## src/hdl/ufrc_pkg.sv

```systemverilog
// ----------------------------------------------------------------------------
// ufrc_pkg
// Shared types, codes and the CRC-16 byte update for the serial frame
// receiver.
// ----------------------------------------------------------------------------
`default_nettype none

package ufrc_pkg;

  // Field widths
  localparam int unsigned BYTE_W  = 8;
  localparam int unsigned LEN_W   = 16;
  localparam int unsigned CRC_W   = 16;
  localparam int unsigned GAP_W   = 16;
  localparam int unsigned KIND_W  = 3;
  localparam int unsigned ODATA_W = 64;

  // Register reset value
  localparam logic [GAP_W-1:0] GAP_TIMEOUT_RST = 16'd50;

  // Framing and CRC constants
  localparam logic [BYTE_W-1:0] SOF1     = 8'hFE;
  localparam logic [BYTE_W-1:0] SOF2     = 8'hFF;
  localparam logic [CRC_W-1:0]  CRC_POLY = 16'h1021;
  localparam logic [CRC_W-1:0]  CRC_INIT = 16'hFFFF;

  // Input word kinds
  typedef enum logic {
    REQ_BYTE = 1'b0,
    REQ_TICK = 1'b1
  } req_type_t;

  // Result kinds
  typedef enum logic [KIND_W-1:0] {
    KIND_DATA   = 3'd0,
    KIND_GOOD   = 3'd1,
    KIND_BADCRC = 3'd2,
    KIND_START  = 3'd3,
    KIND_GAP    = 3'd4
  } kind_t;

  // Receiver phase, one-hot
  typedef enum logic [7:0] {
    PH_HUNT    = 8'b0000_0001,
    PH_START2  = 8'b0000_0010,
    PH_ID      = 8'b0000_0100,
    PH_LEN_HI  = 8'b0000_1000,
    PH_LEN_LO  = 8'b0001_0000,
    PH_PAYLOAD = 8'b0010_0000,
    PH_CRC_HI  = 8'b0100_0000,
    PH_CRC_LO  = 8'b1000_0000
  } phase_t;

  // One input word
  typedef struct packed {
    req_type_t         req_type;
    logic [BYTE_W-1:0] rx_byte;
  } item_t;

  // One result word
  typedef struct packed {
    kind_t             out_kind;
    logic [BYTE_W-1:0] out_byte;
    logic [BYTE_W-1:0] frame_id;
    logic [LEN_W-1:0]  payload_len;
    logic [CRC_W-1:0]  crc_calc;
    logic [CRC_W-1:0]  crc_recv;
    logic              frame_done;
  } result_t;

  // CRC-16, MSB first, one byte unrolled
  function automatic logic [CRC_W-1:0] crc_byte(input logic [CRC_W-1:0] crc_in,
                                                input logic [BYTE_W-1:0] b);
    logic [CRC_W-1:0] c;
    logic             fb;
    c = crc_in;
    for (int j = 0; j < BYTE_W; j++) begin
      fb = b[BYTE_W-1-j] ^ c[CRC_W-1];
      c  = {c[CRC_W-2:0], 1'b0};
      if (fb) begin
        c = c ^ CRC_POLY;
      end
    end
    return c;
  endfunction

endpackage

`default_nettype wire

```

## src/hdl/uart_frame_receiver_crc_check.sv

```systemverilog
// ----------------------------------------------------------------------------
// uart_frame_receiver_crc_check
// Serial frame receiver with CRC-16 check, streaming in and out.
// ----------------------------------------------------------------------------
// Usage:
//   in_*  : one word per received byte (in_tuser = 0) or per millisecond tick
//           (in_tuser = 1); the byte rides in in_tdata.
//   out_* : payload bytes as they arrive, then one status word per frame
//           (good, CRC mismatch, start error, gap timeout); out_tlast marks
//           the status word, out_tuser carries its kind.
//   cfg_* : writes the gap timeout in ticks; always ready. Write only while
//           no word is in flight.
// Datapath: a word goes through an input register, combinational parse and
//   CRC update, and a result register, and its result is then offered on
//   out_*. One word is taken every cycle while out_tready is high; the
//   byte-wide CRC update and the phase machine are combinational.
// Reset: rst_n low clears both registers, returns the parser to hunting for
//   the start byte and loads the gap timeout with 50.
// Stall: while out_tready is low the result register holds its word; the
//   input register still fills once, then in_tready drops until the result
//   drains.
// ----------------------------------------------------------------------------
`default_nettype none

module uart_frame_receiver_crc_check
  import ufrc_pkg::*;
#(
  parameter logic [GAP_W-1:0] GAP_TIMEOUT_DEFAULT = GAP_TIMEOUT_RST
) (
  input  wire logic               clk,
  input  wire logic               rst_n,
  // Gap timeout register
  input  wire logic               cfg_valid,
  output logic                    cfg_ready,
  input  wire logic [GAP_W-1:0]   cfg_data,
  // Received words
  input  wire logic               in_tvalid,
  output logic                    in_tready,
  input  wire logic [BYTE_W-1:0]  in_tdata,  // [7:0] rx_byte
  input  wire logic               in_tuser,  // [0] req_type
  // Results
  output logic                    out_tvalid,
  input  wire logic               out_tready,
  output logic [ODATA_W-1:0]      out_tdata, // [7:0] out_byte, [15:8] frame_id,
                                             // [31:16] payload_len,
                                             // [47:32] crc_calc, [63:48] crc_recv
  output logic [KIND_W-1:0]       out_tuser, // [2:0] out_kind
  output logic                    out_tlast  // frame_done
);

  item_t   in_item;
  item_t   item;
  logic    item_valid;
  logic    item_take;
  result_t res;
  logic    res_valid;
  logic    res_ready;
  result_t out_res;
  logic    cfg_we;

  assign in_item.req_type = req_type_t'(in_tuser);
  assign in_item.rx_byte  = in_tdata;

  assign cfg_ready = 1'b1;
  assign cfg_we    = cfg_valid && cfg_ready;

  ufrc_in_reg u_in_reg (
    .clk        (clk),
    .rst_n      (rst_n),
    .in_valid   (in_tvalid),
    .in_ready   (in_tready),
    .in_item    (in_item),
    .item_valid (item_valid),
    .item       (item),
    .item_take  (item_take)
  );

  ufrc_core #(
    .GAP_TIMEOUT_DEFAULT (GAP_TIMEOUT_DEFAULT)
  ) u_core (
    .clk        (clk),
    .rst_n      (rst_n),
    .cfg_we     (cfg_we),
    .cfg_data   (cfg_data),
    .item_valid (item_valid),
    .item       (item),
    .item_take  (item_take),
    .res_valid  (res_valid),
    .res        (res),
    .res_ready  (res_ready)
  );

  ufrc_out_reg u_out_reg (
    .clk       (clk),
    .rst_n     (rst_n),
    .res_valid (res_valid),
    .res       (res),
    .res_ready (res_ready),
    .out_valid (out_tvalid),
    .out_res   (out_res),
    .out_ready (out_tready)
  );

  // Pack result word
  assign out_tdata = {out_res.crc_recv, out_res.crc_calc, out_res.payload_len,
                      out_res.frame_id, out_res.out_byte};
  assign out_tuser = out_res.out_kind;
  assign out_tlast = out_res.frame_done;

endmodule

`default_nettype wire

```

## src/hdl/ufrc_in_reg.sv

```systemverilog
// ----------------------------------------------------------------------------
// ufrc_in_reg
// Input register: holds one received word until the core consumes it.
// ----------------------------------------------------------------------------
`default_nettype none

module ufrc_in_reg
  import ufrc_pkg::*;
(
  input  wire logic  clk,
  input  wire logic  rst_n,
  input  wire logic  in_valid,
  output logic       in_ready,
  input  wire item_t in_item,
  output logic       item_valid,
  output item_t      item,
  input  wire logic  item_take
);

  logic  valid_r, valid_nxt;
  item_t item_r;

  // Free slot, or the held word leaves this cycle
  assign in_ready = !valid_r || item_take;

  always_comb begin
    valid_nxt = valid_r;
    if (in_valid && in_ready) begin
      valid_nxt = 1'b1;
    end else if (item_take) begin
      valid_nxt = 1'b0;
    end
  end

  // Hold valid flag
  always_ff @(posedge clk) begin
    if (!rst_n) begin
      valid_r <= 1'b0;
    end else begin
      valid_r <= valid_nxt;
    end
  end

  // Load payload on accept
  always_ff @(posedge clk) begin
    if (in_valid && in_ready) begin
      item_r <= in_item;
    end
  end

  assign item_valid = valid_r;
  assign item       = item_r;

endmodule

`default_nettype wire

```

## src/hdl/ufrc_core.sv

```systemverilog
// ----------------------------------------------------------------------------
// ufrc_core
// Frame parser: phase machine, header capture, running CRC, gap timer and
// the gap timeout register. Consumes one word per cycle while res_ready is high.
// ----------------------------------------------------------------------------
`default_nettype none

module ufrc_core
  import ufrc_pkg::*;
#(
  parameter logic [GAP_W-1:0] GAP_TIMEOUT_DEFAULT = GAP_TIMEOUT_RST
) (
  input  wire logic             clk,
  input  wire logic             rst_n,
  input  wire logic             cfg_we,
  input  wire logic [GAP_W-1:0] cfg_data,
  input  wire logic             item_valid,
  input  wire item_t            item,
  output logic                  item_take,
  output logic                  res_valid,
  output result_t               res,
  input  wire logic             res_ready
);

  phase_t            phase_r, phase_nxt;
  logic [BYTE_W-1:0] id_r, id_nxt;
  logic [LEN_W-1:0]  len_r, len_nxt;
  logic [LEN_W-1:0]  left_r, left_nxt;
  logic [CRC_W-1:0]  crc_r, crc_nxt;
  logic [CRC_W-1:0]  trl_r, trl_nxt;
  logic [GAP_W-1:0]  gap_r, gap_nxt;
  logic [GAP_W-1:0]  timeout_r;
  logic [GAP_W:0]    gap_inc;
  logic [CRC_W-1:0]  crc_upd;
  logic [LEN_W-1:0]  left_dec;
  logic [CRC_W-1:0]  trl_full;
  logic [LEN_W-1:0]  len_full;
  logic              emit;
  result_t           res_c;

  assign item_take = item_valid && res_ready;
  assign gap_inc   = {1'b0, gap_r} + {{GAP_W{1'b0}}, 1'b1};
  assign crc_upd   = crc_byte(crc_r, item.rx_byte);
  assign left_dec  = left_r - {{(LEN_W-1){1'b0}}, 1'b1};
  assign trl_full  = {trl_r[CRC_W-1:BYTE_W], item.rx_byte};
  assign len_full  = {len_r[LEN_W-1:BYTE_W], item.rx_byte};

  // Next state and result for the held word
  always_comb begin
    phase_nxt         = phase_r;
    id_nxt            = id_r;
    len_nxt           = len_r;
    left_nxt          = left_r;
    crc_nxt           = crc_r;
    trl_nxt           = trl_r;
    gap_nxt           = gap_r;
    emit              = 1'b0;
    res_c.out_kind    = KIND_DATA;
    res_c.out_byte    = '0;
    res_c.frame_id    = id_r;
    res_c.payload_len = len_r;
    res_c.crc_calc    = '0;
    res_c.crc_recv    = '0;
    res_c.frame_done  = 1'b0;
    if (item.req_type == REQ_TICK) begin
      // Count ticks inside a frame, abort past the timeout
      if (phase_r != PH_HUNT) begin
        if (gap_inc > {1'b0, timeout_r}) begin
          emit             = 1'b1;
          res_c.out_kind   = KIND_GAP;
          res_c.frame_done = 1'b1;
          phase_nxt        = PH_HUNT;
          gap_nxt          = '0;
        end else begin
          gap_nxt = gap_inc[GAP_W-1:0];
        end
      end
    end else begin
      gap_nxt = '0;
      case (phase_r)
        PH_HUNT: begin
          if (item.rx_byte == SOF1) begin
            phase_nxt = PH_START2;
            id_nxt    = '0;
            len_nxt   = '0;
            left_nxt  = '0;
            trl_nxt   = '0;
            crc_nxt   = CRC_INIT;
          end
        end
        PH_START2: begin
          if (item.rx_byte != SOF2) begin
            emit             = 1'b1;
            res_c.out_kind   = KIND_START;
            res_c.frame_done = 1'b1;
            phase_nxt        = PH_HUNT;
          end else begin
            phase_nxt = PH_ID;
          end
        end
        PH_ID: begin
          id_nxt    = item.rx_byte;
          phase_nxt = PH_LEN_HI;
        end
        PH_LEN_HI: begin
          len_nxt   = {item.rx_byte, {BYTE_W{1'b0}}};
          phase_nxt = PH_LEN_LO;
        end
        PH_LEN_LO: begin
          len_nxt   = len_full;
          left_nxt  = len_full;
          phase_nxt = (len_full == '0) ? PH_CRC_HI : PH_PAYLOAD;
        end
        PH_PAYLOAD: begin
          crc_nxt        = crc_upd;
          left_nxt       = left_dec;
          emit           = 1'b1;
          res_c.out_byte = item.rx_byte;
          if (left_dec == '0) begin
            phase_nxt = PH_CRC_HI;
          end
        end
        PH_CRC_HI: begin
          trl_nxt   = {item.rx_byte, {BYTE_W{1'b0}}};
          phase_nxt = PH_CRC_LO;
        end
        PH_CRC_LO: begin
          trl_nxt          = trl_full;
          emit             = 1'b1;
          res_c.out_kind   = (trl_full == crc_r) ? KIND_GOOD : KIND_BADCRC;
          res_c.crc_calc   = crc_r;
          res_c.crc_recv   = trl_full;
          res_c.frame_done = 1'b1;
          phase_nxt        = PH_HUNT;
        end
        default: begin
          phase_nxt = PH_HUNT;
        end
      endcase
    end
  end

  assign res_valid = item_valid && emit;
  assign res       = res_c;

  // Advance frame state on each consumed word
  always_ff @(posedge clk) begin
    if (!rst_n) begin
      phase_r <= PH_HUNT;
      id_r    <= '0;
      len_r   <= '0;
      left_r  <= '0;
      crc_r   <= CRC_INIT;
      trl_r   <= '0;
      gap_r   <= '0;
    end else if (item_take) begin
      phase_r <= phase_nxt;
      id_r    <= id_nxt;
      len_r   <= len_nxt;
      left_r  <= left_nxt;
      crc_r   <= crc_nxt;
      trl_r   <= trl_nxt;
      gap_r   <= gap_nxt;
    end
  end

  // Gap timeout register
  always_ff @(posedge clk) begin
    if (!rst_n) begin
      timeout_r <= GAP_TIMEOUT_DEFAULT;
    end else if (cfg_we) begin
      timeout_r <= cfg_data;
    end
  end

`ifndef NO_ASSERTIONS
  // Frame end flag matches the result kind
  a_done_kind: assert property (@(posedge clk) disable iff (!rst_n)
    res_valid |-> (res.frame_done == (res.out_kind != KIND_DATA)))
    else $error("frame_done disagrees with result kind");

  // Gap counter stays clear while hunting
  a_hunt_gap: assert property (@(posedge clk) disable iff (!rst_n)
    (phase_r == PH_HUNT) |-> (gap_r == '0))
    else $error("gap counter running while hunting");

  // A finished or aborted frame sends the parser back to hunting
  a_done_hunt: assert property (@(posedge clk) disable iff (!rst_n)
    (item_take && res_valid && res.frame_done) |=> (phase_r == PH_HUNT))
    else $error("parser not hunting after frame end");

  // Payload words only come out of the payload phase
  a_data_phase: assert property (@(posedge clk) disable iff (!rst_n)
    (res_valid && res.out_kind == KIND_DATA) |-> (phase_r == PH_PAYLOAD))
    else $error("payload word outside payload phase");
`endif

endmodule

`default_nettype wire

```

## src/hdl/ufrc_out_reg.sv

```systemverilog
// ----------------------------------------------------------------------------
// ufrc_out_reg
// Result register: holds one result word for the downstream side.
// ----------------------------------------------------------------------------
`default_nettype none

module ufrc_out_reg
  import ufrc_pkg::*;
(
  input  wire logic    clk,
  input  wire logic    rst_n,
  input  wire logic    res_valid,
  input  wire result_t res,
  output logic         res_ready,
  output logic         out_valid,
  output result_t      out_res,
  input  wire logic    out_ready
);

  logic    valid_r, valid_nxt;
  result_t res_r;

  // Take a new word when empty or when the held one drains
  assign res_ready = !valid_r || out_ready;

  always_comb begin
    valid_nxt = valid_r;
    if (res_ready) begin
      valid_nxt = res_valid;
    end
  end

  always_ff @(posedge clk) begin
    if (!rst_n) begin
      valid_r <= 1'b0;
    end else begin
      valid_r <= valid_nxt;
    end
  end

  // Load result payload
  always_ff @(posedge clk) begin
    if (res_valid && res_ready) begin
      res_r <= res;
    end
  end

  assign out_valid = valid_r;
  assign out_res   = res_r;

endmodule

`default_nettype wire
```

## config.mk

```make
export PLATFORM = sky130hd
export DESIGN_NAME = uart_frame_receiver_crc_check
export DESIGN_NICKNAME = d
export VERILOG_FILES = /design/src/hdl/ufrc_pkg.sv /design/src/hdl/uart_frame_receiver_crc_check.sv /design/src/hdl/ufrc_in_reg.sv /design/src/hdl/ufrc_core.sv /design/src/hdl/ufrc_out_reg.sv
export SDC_FILE = /design/constraint.sdc
export NUM_CORES = 1
export LEC_CHECK = 0
export BUFFER_PORTS_ARGS = -buffer_cell sky130_fd_sc_hd__buf_2
export CORE_MARGIN = 2
export CORE_UTILIZATION = 40
export DETAILED_ROUTE_END_ITERATION = 8
export GPL_ROUTABILITY_DRIVEN = 0
export PLACE_DENSITY = 0.68
export SYNTH_ARGS = -nofsm -noshare
export SYNTH_HDL_FRONTEND = slang
export SYNTH_HIERARCHICAL = 1
export SYNTH_SLANG_ARGS = --single-unit
```

## constraint.sdc

```tcl
create_clock -name clk -period 8.2 [get_ports clk]
set_clock_uncertainty 0.05 [all_clocks]
set_input_delay 1.64 -clock clk [delete_from_list [all_inputs] [get_ports clk]]
set_output_delay 1.64 -clock clk [all_outputs]
set_load 0.02 [all_outputs]
```

# Word level (Yosys, flattened, before mapping)
# Index checks and enable logic that the tools add are counted.
dict set report op_classes {
  n_addsub 2
  order_cmp 1
  eq_ne 17
  n_mux 42
  bitwise_logic 20
  n_reduce_logical 28
}
# cell n
set op_table {}
lappend op_table {{one-hot mux 16 bit (3 select lines)} 3}
lappend op_table {{two-way mux 13 bit} 8}
lappend op_table {{two-way mux 16 bit} 5}
lappend op_table {{one-hot mux 8 bit (7 select lines)} 1}
lappend op_table {{two-way mux 8 bit} 6}
lappend op_table {{logical NOT 16 bit} 2}
lappend op_table {{one-hot mux 16 bit (2 select lines)} 1}
lappend op_table {{inverter 3 bit} 8}
lappend op_table {{adder 16 x 1 -> 17 bit (second input constant)} 1}
lappend op_table {{greater-than comparator 17 x 16 -> 1 bit} 1}
lappend op_table {{equality test 16 bit} 1}
lappend op_table {{equality test 8 bit (second input constant)} 2}
lappend op_table {{one-hot mux 8 bit (2 select lines)} 1}
lappend op_table {{AND reduction 4 bit} 4}
lappend op_table {{subtractor 16 x 1 -> 16 bit (second input constant)} 1}
lappend op_table {{AND reduction 5 bit} 3}
lappend op_table {{two-way mux 3 bit} 4}
lappend op_table {{nonzero test 2 bit} 5}
lappend op_table {{equality test 8 x 1 -> 1 bit (second input constant)} 1}
lappend op_table {{equality test 8 x 2 -> 1 bit (second input constant)} 1}
lappend op_table {{equality test 8 x 3 -> 1 bit (second input constant)} 1}
lappend op_table {{equality test 8 x 4 -> 1 bit (second input constant)} 1}
lappend op_table {{equality test 8 x 5 -> 1 bit (second input constant)} 1}
lappend op_table {{equality test 8 x 6 -> 1 bit (second input constant)} 1}
lappend op_table {{18 further kinds} 47}
dict set report totals {
  regBits 183
  output_inout_bits 71
  elab_cells 130
}

# Longest topological paths before layout
dict set report depth {
  ltp_word 17
  mapped_depth 16
}

# Cells and area by module
# Netlist, hierarchy kept.
# mod n_inst cells_each area_per_inst_um2
set modules_own_cells {}
lappend modules_own_cells {ufrc_core 1 743 5975.7}
lappend modules_own_cells {ufrc_out_reg 1 73 2099.5}
lappend modules_own_cells {ufrc_in_reg 1 14 327.8}
lappend modules_own_cells {uart_frame_receiver_crc_check 1 2 11.3}

# Least setup slack after synthesis
# OpenSTA, ideal clock, no wires.
dict set report synth_path {
  path_type {register -> register}
  start {register u_core.gap_r[0]}
  end {register u_out_reg.res_r (netlist bit u_out_reg/out_res[0]), enable pin}
  setup_ns 0.326
  arrival_ns 3.724
  required_ns 7.824
  setup_slack_ns 4.100
  path_stages_with_launch 16
  path_buffers 0
  path_cell_list {dfxtp_1 ha_1 nand3_1 nor3_1 nand3_1 nor2_1 xnor2_1 ha_1 nand4_1 or4_1 o21ai_0 o22ai_1 or2_2 and3_1 o31a_1 and2_4}
}
dict set report synth_via {
  elab_chain_cells 7
}
# item line
set synth_rtl {}
lappend synth_rtl {{start: declaration} ufrc_core.sv:31} ;# logic [GAP_W-1:0] gap_r, gap_nxt;
lappend synth_rtl {{start signal: assignment} ufrc_core.sv:163} ;# gap_r <= gap_nxt;
lappend synth_rtl {{adder 16 x 1 -> 17 bit} ufrc_core.sv:42} ;# assign gap_inc = {1'b0, gap_r} + {{GAP_W{1'b0}}, 1'b1};
lappend synth_rtl {{greater-than comparator 17 x 16 -> 1 bit} ufrc_core.sv:68} ;# if (gap_inc > {1'b0, timeout_r}) begin
lappend synth_rtl {{two-way mux 1 bit} ufrc_core.sv:68}
lappend synth_rtl {{two-way mux 1 bit} ufrc_core.sv:67} ;# if (phase_r != PH_HUNT) begin
lappend synth_rtl {{two-way mux 1 bit} ufrc_core.sv:65} ;# if (item.req_type == REQ_TICK) begin
lappend synth_rtl {{logical AND 1 bit} ufrc_core.sv:143} ;# assign res_valid = item_valid && emit;
lappend synth_rtl {{via res_valid} uart_frame_receiver_crc_check.sv:56} ;# logic res_valid;
lappend synth_rtl {{logical AND 1 bit} ufrc_out_reg.sv:43} ;# if (res_valid && res_ready) begin
lappend synth_rtl {{end signal: assignment} ufrc_out_reg.sv:44} ;# res_r <= res;
lappend synth_rtl {{end: declaration} ufrc_out_reg.sv:21} ;# result_t res_r;
# The timed path passes the listed nets, and every way through them passes these cells.
# A chain may end at the register's enable or synchronous reset.

# Worst setup path after layout
dict set report layout_path {
  start {register u_core.gap_r[0]}
  end {register u_out_reg.res_r (netlist bit u_out_reg/out_res[50]), enable pin}
}
# The elaborated chain is that of the path after synthesis.

==> impl_metrics.csv <==
group,metric,value,unit
clocking,clock_latency,0.44,ns
worst_setup_path,critical_path.max_stage_delay,0.68,ns
finish,syn2layout_area_growth,15.35,%
power_and_ir_drop,p_leak,3.426,nW
clocking,postCtsResizedCells,0,
die,die_w,149.0,um
logic_synthesis,async_flop_share,0,
finish,diodes,0,
die,core_area,20820,um^2
timing,fin_crit,4.727,ns
detailed_routing,drc,0,
finish,final_nets,959,
logic_synthesis,synth_area_leaders,"edfxtp_1 27%, dfxtp_1 25%, nand2_1 3.3%, xnor2_1 3.2%, and2_1 3.1%",
power_and_ir_drop,clkPwrFrac,0.437,
logic_synthesis,yosys.area_share.simple,0.1981,
finish,drive_above_1_share,0.1788,
die,rows,53,
clocking,cts_root_buf,"clkbuf_16",
power_and_ir_drop,power_frac_comb,0.036,
die,die_area,22210,um^2
timing,setup_violations,0,
detailed_routing,routedWlPerCell,16.06,um
logic_synthesis,synth_top_area_frac,0.2748,
logic_synthesis,synthesis.area,8414,um^2
logic_synthesis,synth.mux.area_fraction,0.01903,
worst_setup_path,cp_cell_sequence,"ha_1 -> nand3_1 -> nor3_1 -> nand3_1 -> nor2_1 -> xnor2_1 -> ha_1 -> nand4_1 -> or4_1 -> o21ai_0 -> nor4_1 -> or2_2 -> and3_1 -> o31a_1 -> and2_4",
detailed_routing,drtIter0Drc,534,
worst_setup_path,critPathMaxFanout,68,
power_and_ir_drop,seqPwrFrac,0.526,
clocking,cts.sinks,183,
outcome,status,"finished, final reports clean",
detailed_routing,routed-via-count,6379,
logic_synthesis,synthAdderAreaFrac,0.02825,
worst_setup_path,crit_path_end_kind,"register",
detailed_routing,detail-route-antenna-nets,0,
global_route,grt_max_degree,69,
worst_setup_path,critPathLaunchType,"register",
worst_setup_path,crit_slowest_cell,"and2_4",
logic_synthesis,synth_xor_area_frac,0.06245,
logic_synthesis,yosys.area.top_type,"edfxtp_1",
clocking,cts_buffers,17,
power_and_ir_drop,cellPowerDensity,188.5,nW/um^2
timing,setup_tns,0,ns
global_route,grt_pass1_wl,31.40,mm
timing,tightest_slew,0.8800,ns
place,io_buffer_count,99,
timing,hold_viol,0,
timing,fmax,0.2115,GHz
worst_setup_path,worstPathRequired,8.21,ns
global_route,overflow,0,
global_route,grt_antenna_before_repair,2,
detailed_routing,drt_first_pass_iters,5,
finish,fillCellCount,1958,
clocking,cts_max_path_buffers,2,
logic_synthesis,synth_edf_count,77,
logic_synthesis,synth-compound-area-share,0.1252,
die,num_io_pins,101,
timing,final.period_utilization,0.5765,
worst_hold_path,hold_class,"reg -> reg",
detailed_routing,drt_wl_total,19.24,mm
logic_synthesis,syn-num-nets,881,
clocking,cts_tree,"built",
timing,maxSlewHeadroom,0.4088,
clocking,cts_hold_buf,0,
logic_synthesis,synth_cell_type_count,67,
logic_synthesis,synth_top_family_by_area,"simple AND/OR/NAND/NOR gates",
power_and_ir_drop,internal_power,1.384,mW
clocking,path_clk_slew,0.08,ns
power_and_ir_drop,ir_drop,0.1397,mV
clocking,htreeDepth,4,
worst_setup_path,crit_arrival,4.74,ns
place,dpl.hpwl,13.02,mm
logic_synthesis,synthesis.instances,832,
detailed_routing,viasPerCell,5.325,
logic_synthesis,synthTopCellsByCount,"106 x dfxtp_1, 77 x edfxtp_1, 74 x nand2_1",
logic_synthesis,yosysMostFrequentCell,"dfxtp_1",
global_route,grtUsageTotal,0.1796,
power_and_ir_drop,power_switching,0.4452,mW
logic_synthesis,avgSynthCellArea,10.11,um^2
logic_synthesis,yosysWarnings,6,
finish,post-route-util,0.4661,
job,maxCapViolations,0,
worst_setup_path,crit_type,"reg -> reg",
timing,slew_violations,0,
clocking,cts_setup_buffers,0,
power_and_ir_drop,switching_share,0.2434,
timing,rsz0062_at_grt,"false",
global_route,grt_pass1_vias,6104,
logic_synthesis,ys_seq_area_frac,0.5270,
logic_synthesis,synth_ff_type,"dfxtp_1",
die,start_util,0.4041,
die,die_h,149.0,um
logic_synthesis,synth-seq-cells,183,
[per-stage QoR]
stage	cell area (um^2)	cells	hold WS (ns)	setup slack (ns)	power, mW
3_5_place_dp	9125	1166	0.3667	3.525	1.050
5_1_grt	9706	1198	0.4033	3.100	1.895
6_report	9706	1198	0.3843	3.473	1.829
2_1_floorplan	8414	832	0.3587	4.100	1.024
4_1_cts	9706	1198	0.3868	3.495	1.849
3_3_place_gp	9125	1166	0.3651	3.698	1.049
[sequential cells by signal, indices dropped and copies added (netlist names)]
signal               flops
u_core/crc_r            16
u_core/gap_r            16
u_core/id_r              8
u_core/left_r           16
u_core/len_r            16
u_core/phase_r           8
u_core/timeout_r        16
u_core/trl_r             8
u_in_reg/item            9
u_in_reg/item_valid      1
u_out_reg/out_res       68
u_out_reg/out_valid      1
[logic make-up (layout without fill, tap and decap cells)]
| family | after synthesis | after routing |
|---|---|---|
| xor+xnor | 60 | 60 |
| simple gates | 320 | 320 |
| buf+inv | 82 | 173 |
| mux | 16 | 16 |
| compound gates | 151 | 151 |
| fa+ha+maj | 19 | 19 |
| other cells | 1 | 1 |
| flops | 183 | 183 |
[per-layer routing]
| metal | vias up | global-route usage | share of wire |
|---|---|---|---|
| met4 | 4 | 0.06619 | 0.017 |
| met5 | - | 0 | 0.0014 |
| met2 | 233 | 0.2829 | 0.45 |
| li1 | 3140 | - | - |
| met1 | 2971 | 0.2425 | 0.46 |
| met3 | 31 | 0.04067 | 0.071 |
[power groups by stage]
stage,clock [mW],sequential [mW],combinational [mW]
2_1_floorplan,0,0.973,0.0503
3_3_place_gp,0,0.984,0.0652
3_5_place_dp,0,0.984,0.0655
4_1_cts,0.820,0.963,0.0660
5_1_grt,0.857,0.964,0.0733
6_report,0.800,0.963,0.0660
[final cells by class]
class / instances / area, um^2 / area share
multi-input cells: 567 / 3652 / 0.3763
repair buffers: 110 / 578.1 / 0.05956
well taps: 275 / 344.1 / 0.03545
clock buffers: 18 / 429.2 / 0.04422
clock inverters: 14 / 151.4 / 0.01560
inverters: 31 / 116.4 / 0.01199
flip-flops and latches: 183 / 4434 / 0.4569
[critical path, delay by kind of cell (launching register included)]
family | cells | cell delay [ns]
AND/OR/NAND/NOR | 10 | 2.92
adder cells (fa/ha/maj) | 2 | 0.50
flip-flops | 1 | 0.42
AO/OA/AOI/OAI | 2 | 0.27
XOR/XNOR | 1 | 0.17
[layout by cell type, fill, tap and decap left out, types with 6 or more instances in the layout]
master / instances
and2_1: 42
nand4_1: 11
buf_2: 99
a221o_1: 6
buf_4: 11
a22oi_1: 17
a22o_1: 7
o21ai_0: 15
nor2_1: 66
nor3_1: 18
nand3_1: 39
mux2i_1: 16
xnor2_1: 31
a221oi_1: 6
nor4_1: 18
dfxtp_1: 106
and3_1: 11
o22ai_1: 15
inv_1: 30
nand2_1: 74
inv_8: 6
nand2b_1: 9
clkbuf_16: 17
a21oi_1: 42
ha_1: 19
xor2_1: 29
edfxtp_1: 77
[worst paths after layout]
check,cells past startpoint,slack [ns],end,start
setup / recovery,15,3.47,u_out_reg/out_res[50]$_DFFE_PP_,u_core/gap_r[0]$_SDFFE_PN0P_
hold / removal,0,0.38,u_out_reg/out_res[39]$_DFFE_PP_,u_core/len_r[6]$_SDFFE_PN0P_
setup reg to reg,15,3.47,u_out_reg/out_res[50]$_DFFE_PP_,u_core/gap_r[0]$_SDFFE_PN0P_
hold reg to reg,0,0.38,u_out_reg/out_res[39]$_DFFE_PP_,u_core/len_r[6]$_SDFFE_PN0P_
Power figures use the tool's default switching activity.
